`config.mk`:
```
export PLATFORM = sky130hd
export DESIGN_NAME = acts_ctrl
export DESIGN_NICKNAME = d
export VERILOG_FILES = /design/src/sv/acts_pkg.sv /design/src/sv/acts_ctrl.sv
export SDC_FILE = /design/constraint.sdc
export NUM_CORES = 1
export LEC_CHECK = 0
export BUFFER_PORTS_ARGS = -buffer_cell sky130_fd_sc_hd__buf_2
export CAP_MARGIN = 20
export CORE_AREA = 2 2 39 41
export CTS_BUF_LIST = sky130_fd_sc_hd__clkbuf_4
export DETAILED_ROUTE_END_ITERATION = 10
export DIE_AREA = 0 0 41 43
export PLACE_DENSITY = 0.45
export SYNTH_ARGS = -nofsm -noshare
export SYNTH_HDL_FRONTEND = slang
export SYNTH_SLANG_ARGS = --single-unit
```
`constraint.sdc`:
```
create_clock -name i_clk -period 1.2 [get_ports i_clk]
set_input_delay 0.12 -clock i_clk [delete_from_list [all_inputs] [get_ports i_clk]]
set_output_delay 0.12 -clock i_clk [all_outputs]
set_load 0.005 [all_outputs]
```
`src/sv/acts_pkg.sv`:
```
`timescale 1ns / 1ps
`default_nettype none

package acts_pkg;

    localparam int unsigned COUNT_BITS_DEF = 32;

    localparam logic [29:0] NS_PER_S  = 30'd1000000000;
    // largest whole-second count whose ns value stays below 2^63
    localparam logic [33:0] WHOLE_MAX = 34'd9223372036;

    localparam logic [63:0] S64_MAX = 64'h7FFF_FFFF_FFFF_FFFF;
    localparam logic [63:0] S64_MIN = 64'h8000_0000_0000_0000;

    localparam int unsigned CFG_IDX_BITS = 8;
    localparam logic [CFG_IDX_BITS-1:0] CFG_EPOCH = 8'd0;
    localparam logic [CFG_IDX_BITS-1:0] CFG_RATE  = 8'd1;

    localparam logic [62:0] EPOCH_RST = 63'd1;
    localparam logic [19:0] RATE_RST  = 20'd48000;

    typedef enum logic [3:0] {
        STS_OK         = 4'd0,
        STS_BAD_CHUNK  = 4'd1,
        STS_NO_TIME    = 4'd2,
        STS_TIME_NONPOS= 4'd3,
        STS_NEG_DELAY  = 4'd4,
        STS_DELAY_OVF  = 4'd5,
        STS_TIME_OVF   = 4'd6,
        STS_BEFORE_ANC = 4'd7,
        STS_INDEX_OVF  = 4'd8,
        STS_PRE_EPOCH  = 4'd9,
        STS_NONPOS_DUR = 4'd10,
        STS_OVERLAP    = 4'd11
    } t_status;

    typedef enum logic [3:0] {
        OP_NONE,
        OP_CAPTURE,
        OP_EARLY,
        OP_OBS,
        OP_P1,
        OP_P1_END,
        OP_P2,
        OP_P2_END,
        OP_FINAL,
        OP_LOAD
    } t_op;

    typedef struct packed {
        t_op  op;
        logic in_ready;
    } t_cmd;

    typedef struct packed {
        logic in_valid;
        logic fail;
        logic conv_done;
        logic out_busy;
    } t_sts;

endpackage

`default_nettype wire

```
`src/sv/acts_ctrl.sv`:
```
`timescale 1ns / 1ps
`default_nettype none

module acts_ctrl (
    input  wire logic           i_clk,
    input  wire logic           i_rst_n,
    input  wire acts_pkg::t_sts i_sts,
    output acts_pkg::t_cmd      o_cmd
);

    typedef enum logic [3:0] {
        S_IDLE, S_EARLY, S_OBS_WAIT, S_P1, S_P1_WAIT, S_P2, S_P2_WAIT, S_FINAL, S_OUT
    } t_state;

    t_state r_state;
    t_state n_state;

    always_comb begin
        n_state        = r_state;
        o_cmd.op       = acts_pkg::OP_NONE;
        o_cmd.in_ready = 1'b0;
        unique case (r_state)
            S_IDLE: begin
                o_cmd.in_ready = 1'b1;
                if (i_sts.in_valid) begin
                    o_cmd.op = acts_pkg::OP_CAPTURE;
                    n_state  = S_EARLY;
                end
            end
            S_EARLY: begin
                o_cmd.op = acts_pkg::OP_EARLY;
                n_state  = S_OBS_WAIT;
            end
            S_OBS_WAIT: begin
                if (i_sts.fail) begin
                    n_state = S_OUT;
                end else if (i_sts.conv_done) begin
                    o_cmd.op = acts_pkg::OP_OBS;
                    n_state  = S_P1;
                end
            end
            S_P1: begin
                if (i_sts.fail) begin
                    n_state = S_OUT;
                end else begin
                    o_cmd.op = acts_pkg::OP_P1;
                    n_state  = S_P1_WAIT;
                end
            end
            S_P1_WAIT: begin
                if (i_sts.fail) begin
                    n_state = S_OUT;
                end else if (i_sts.conv_done) begin
                    o_cmd.op = acts_pkg::OP_P1_END;
                    n_state  = S_P2;
                end
            end
            S_P2: begin
                if (i_sts.fail) begin
                    n_state = S_OUT;
                end else begin
                    o_cmd.op = acts_pkg::OP_P2;
                    n_state  = S_P2_WAIT;
                end
            end
            S_P2_WAIT: begin
                if (i_sts.fail) begin
                    n_state = S_OUT;
                end else if (i_sts.conv_done) begin
                    o_cmd.op = acts_pkg::OP_P2_END;
                    n_state  = S_FINAL;
                end
            end
            S_FINAL: begin
                if (!i_sts.fail) begin
                    o_cmd.op = acts_pkg::OP_FINAL;
                end
                n_state = S_OUT;
            end
            S_OUT: begin
                if (!i_sts.out_busy) begin
                    o_cmd.op = acts_pkg::OP_LOAD;
                    n_state  = S_IDLE;
                end
            end
            default: n_state = S_IDLE;
        endcase
    end

    always_ff @(posedge i_clk) begin
        if (!i_rst_n) begin
            r_state <= S_IDLE;
        end else begin
            r_state <= n_state;
        end
    end

endmodule

`default_nettype wire

```
==> impl_results.md <==
* Fin util at 33.27%
* Worst path cell trace: nand2_1 > or2_1 > a21oi_2 > buf_2
* Max reg flops at 4
* WL/cell at 11.55 µm
* Comb pwr share at 24.7%
* Sequential share of power at 36.3%
* Total gr overflow at 0
* CTS buffer count at 3
* Worst-case headroom to the max-slew limit at 82.73%
* Startpoint Class: flip-flop
* Status: finished with violations
* Post-synthesis sequential area ratio at 27.23%
* Placed Cells at 68
* Worst Setup Path Type: flip-flop to output pin
* Final net count at 66
* Worst EP arrival at 1.17 ns
* Worst setup margin at -0.09036 ns
* Post-route cell area at 460.4 µm²
* CTS clk-pin slew, worst paths at 0.04 ns
* Clock Sinks at 4
* Final WL at 855 µm
* First-pass GRT wire length at 1.304 mm
* Static leakage at 0.1912 nW
* Synth Area in Compound Gates at 22.55%
* Cell-internal power at 304.2 µW
* Pin count of the biggest net entering global routing at 9
* Endpoints failing setup at 5
* Biggest registers after layout: r_state x4
* DIE WIDTH at 41 µm
* Clock skew at 0.003764 ns
* Hold_buf cts at 0
* Failing checks: setup timing
* Setup WS pre-CTS at 0.06841 ns
* Routability cong. at 0.6990
* Max incr delay on CP at 0.40 ns
* # DRC at 0
* RR Startpoint: r_state[0]
* FFs w/ async S/R, synth at 0%
* Worst-path maximum fanout at 7
* DR vias/cell at 4.757
* Die outline height at 43 µm
* Clock root buffer: clkbuf_4
* Synth Net Count at 48
* Min Clock Period, post-route at 1.290 ns
* Fill cells at 164
* Post-DP Area at 369.1 µm²
* R2r endpoint: r_state[3]
* Number of synthesized flops with an enable pin at 0
* Initial DRC Count at 8
* CTS Buffer Depth at 2
* FF+latch count, synth at 4
* Inserted Diodes at 0
* Max-cap violations at 0
* P_sw at 107.8 µW
* Max Slew Vio Count at 0
* Fin Setup TNS at -0.2838 ns
* Yosys top cell area share at 27.23%
* Router iterations before antenna repair at 4
* Syn_area_per_cell at 7.001 µm²
* Post-Synth Adder-Cell Area at 0%
* Multiplexer share of the synthesized area at 0%
* Cells after Synth at 42
* WHS Path Cells at 3
* Antenna Nets Post-Route at 0
* WP buf/inv at 1
* H-tree depth at 1
* Hold Fails Final Rpt at 0
* Layout cell share with drive strength beyond 1 at 48.28%
* Setup slack, reg-to-reg at 0.16 ns
* Min-delay src: i_rst_n
* Hold_ws at 0.1362 ns
* Crit. End Element: output pin
* Synth top cells by count: a21oi_1, nand2_1, dfxtp_1, nor2b_1
* XOR/XNOR Fraction of Synth Area at 0%
* Clock Power Share at 39.0%
* Hold Path Class: input port to flip-flop
* Post-Synthesis Cell Area at 294.0 µm²
* CTS tree: yes
* Placement Rows at 14
* Slew at the pin closest to its max-slew limit at 0.2566 ns
* CP top delay family: flip-flops
* Core ar. at 0.001384 mm²
* Main combinational cell family by area after synthesis: simple AND/OR/NAND/NOR gates
* Non-filler cells, final at 74
* Upper clock frequency limit at 775.0 MHz
* Pwr/cell area at 894.8 mW/mm²
* I/O Pins at 11
* Max IR drop VDD at 461.4 µV
* Min-Delay Endpoint: r_state[0]
* Yosys warning count at 0
* Top cell type by total area after synthesis: dfxtp_1
* Die Area at 0.001763 mm²
* Post-synth cell types at 18
* Slowest cell on crit path: dfxtp_4
* Initial antenna violation count at 0
* Simple-Gate Fraction of Synth Area at 46.81%
* Final total power at 412.0 µW
* Net Sw Frac at 26.15%
* Area growth, synth to finish at 56.60%
* Worst skew pair latency at 0.23 ns
* Worst Path Required at 1.08 ns
* Vias in the first global route at 309
* RSZ-0062 raised after global routing: true
* Vias at 352
* Gr usage total at 11.33%
* Top cells by area, synth: dfxtp_1, a21oi_1, nor2b_1
* Biggest register: r_state
* Worst reg-to-reg path cell count at 4
* Starting Density at 21.25%
* Main synth FF type: dfxtp_1
* DP Wirelength at 569.9 µm
* Final Cycle Share at 107.5%
* Buffers on Ports at 10
how the worst max path moves through the flow:
stage,startpoint,end,slack [ns],cells after the start
2_1_floorplan,r_state[0],o_cmd[3],0.18,4
3_3_place_gp,r_state[2],r_state[0],0.06,3
3_5_place_dp,r_state[1],o_cmd[3],0.07,4
4_1_cts,r_state[1],o_cmd[3],-0.10,4
5_1_grt,r_state[1],o_cmd[3],-0.15,4
6_report,r_state[1],o_cmd[3],-0.09,4
cell type report:
cell class / instances / area [µm²] / area share [%]
Multi-Input combinational cell: 36 / 231.5 / 50.27
Sequential cell: 4 / 95.09 / 20.65
Clock buffer: 3 / 22.52 / 4.891
Tap cell: 16 / 20.02 / 4.348
Timing Repair Buffer: 15 / 91.34 / 19.84
cells in the final DEF (no fill, tap or decap):
| cell | count |
|---|---|
| nand3b_1 | 2 |
| nor4_1 | 1 |
| clkbuf_4 | 3 |
| nand3_1 | 1 |
| or2_4 | 1 |
| nor2b_1 | 3 |
| o22ai_1 | 1 |
| nor3b_1 | 1 |
| o21a_1 | 1 |
| a21oi_1 | 4 |
| or2_1 | 1 |
| o21ai_0 | 3 |
| dfxtp_4 | 4 |
| or3b_1 | 1 |
| and4b_1 | 1 |
| nand2_1 | 6 |
| buf_2 | 10 |
| nor2_1 | 3 |
| a21oi_2 | 2 |
| buf_4 | 4 |
| a22oi_1 | 1 |
| nor2_4 | 1 |
| nor3b_2 | 1 |
| buf_6 | 1 |
| nor2b_4 | 1 |
power groups by stage:
stage | registers [mW] | clock network, mW | logic (mW)
floorplan | 0.146 | 0 | 0.0507
global placement | 0.152 | 0 | 0.0836
detailed placement | 0.153 | 0 | 0.0822
CTS | 0.149 | 0.170 | 0.0963
global route | 0.150 | 0.184 | 0.113
finish | 0.150 | 0.161 | 0.102
what timing repair did:
action,4_1_cts,5_1_grt
endpoints found under the hold margin,0,0
pin swaps,4,1
buffers inserted,3,0
gates resized for setup,13,3
endpoints found under the setup margin,5,5
kinds of logic after synthesis:
group,Yosys count
AO/OA/AOI/OAI,12
AND/OR/NAND/NOR,24
buffers and inverters,2
flip-flops,4
worst min-delay path: stages:
cell     delay (ns)
buf_2          0.12
nand2_1        0.05
a21oi_1        0.03
layer usage:
| metal | global-route usage (%) | vias to the layer above | part of all wire, % |
|---|---|---|---|
| met1 | 14.42 | 159 | 50 |
| met5 | 0 | - | 0 |
| met4 | 6.000 | 0 | 0 |
| met3 | 4.712 | 0 | 6.2 |
| met2 | 15.63 | 8 | 44 |
| li1 | - | 185 | - |
Power figures use the tool's default switching activity.
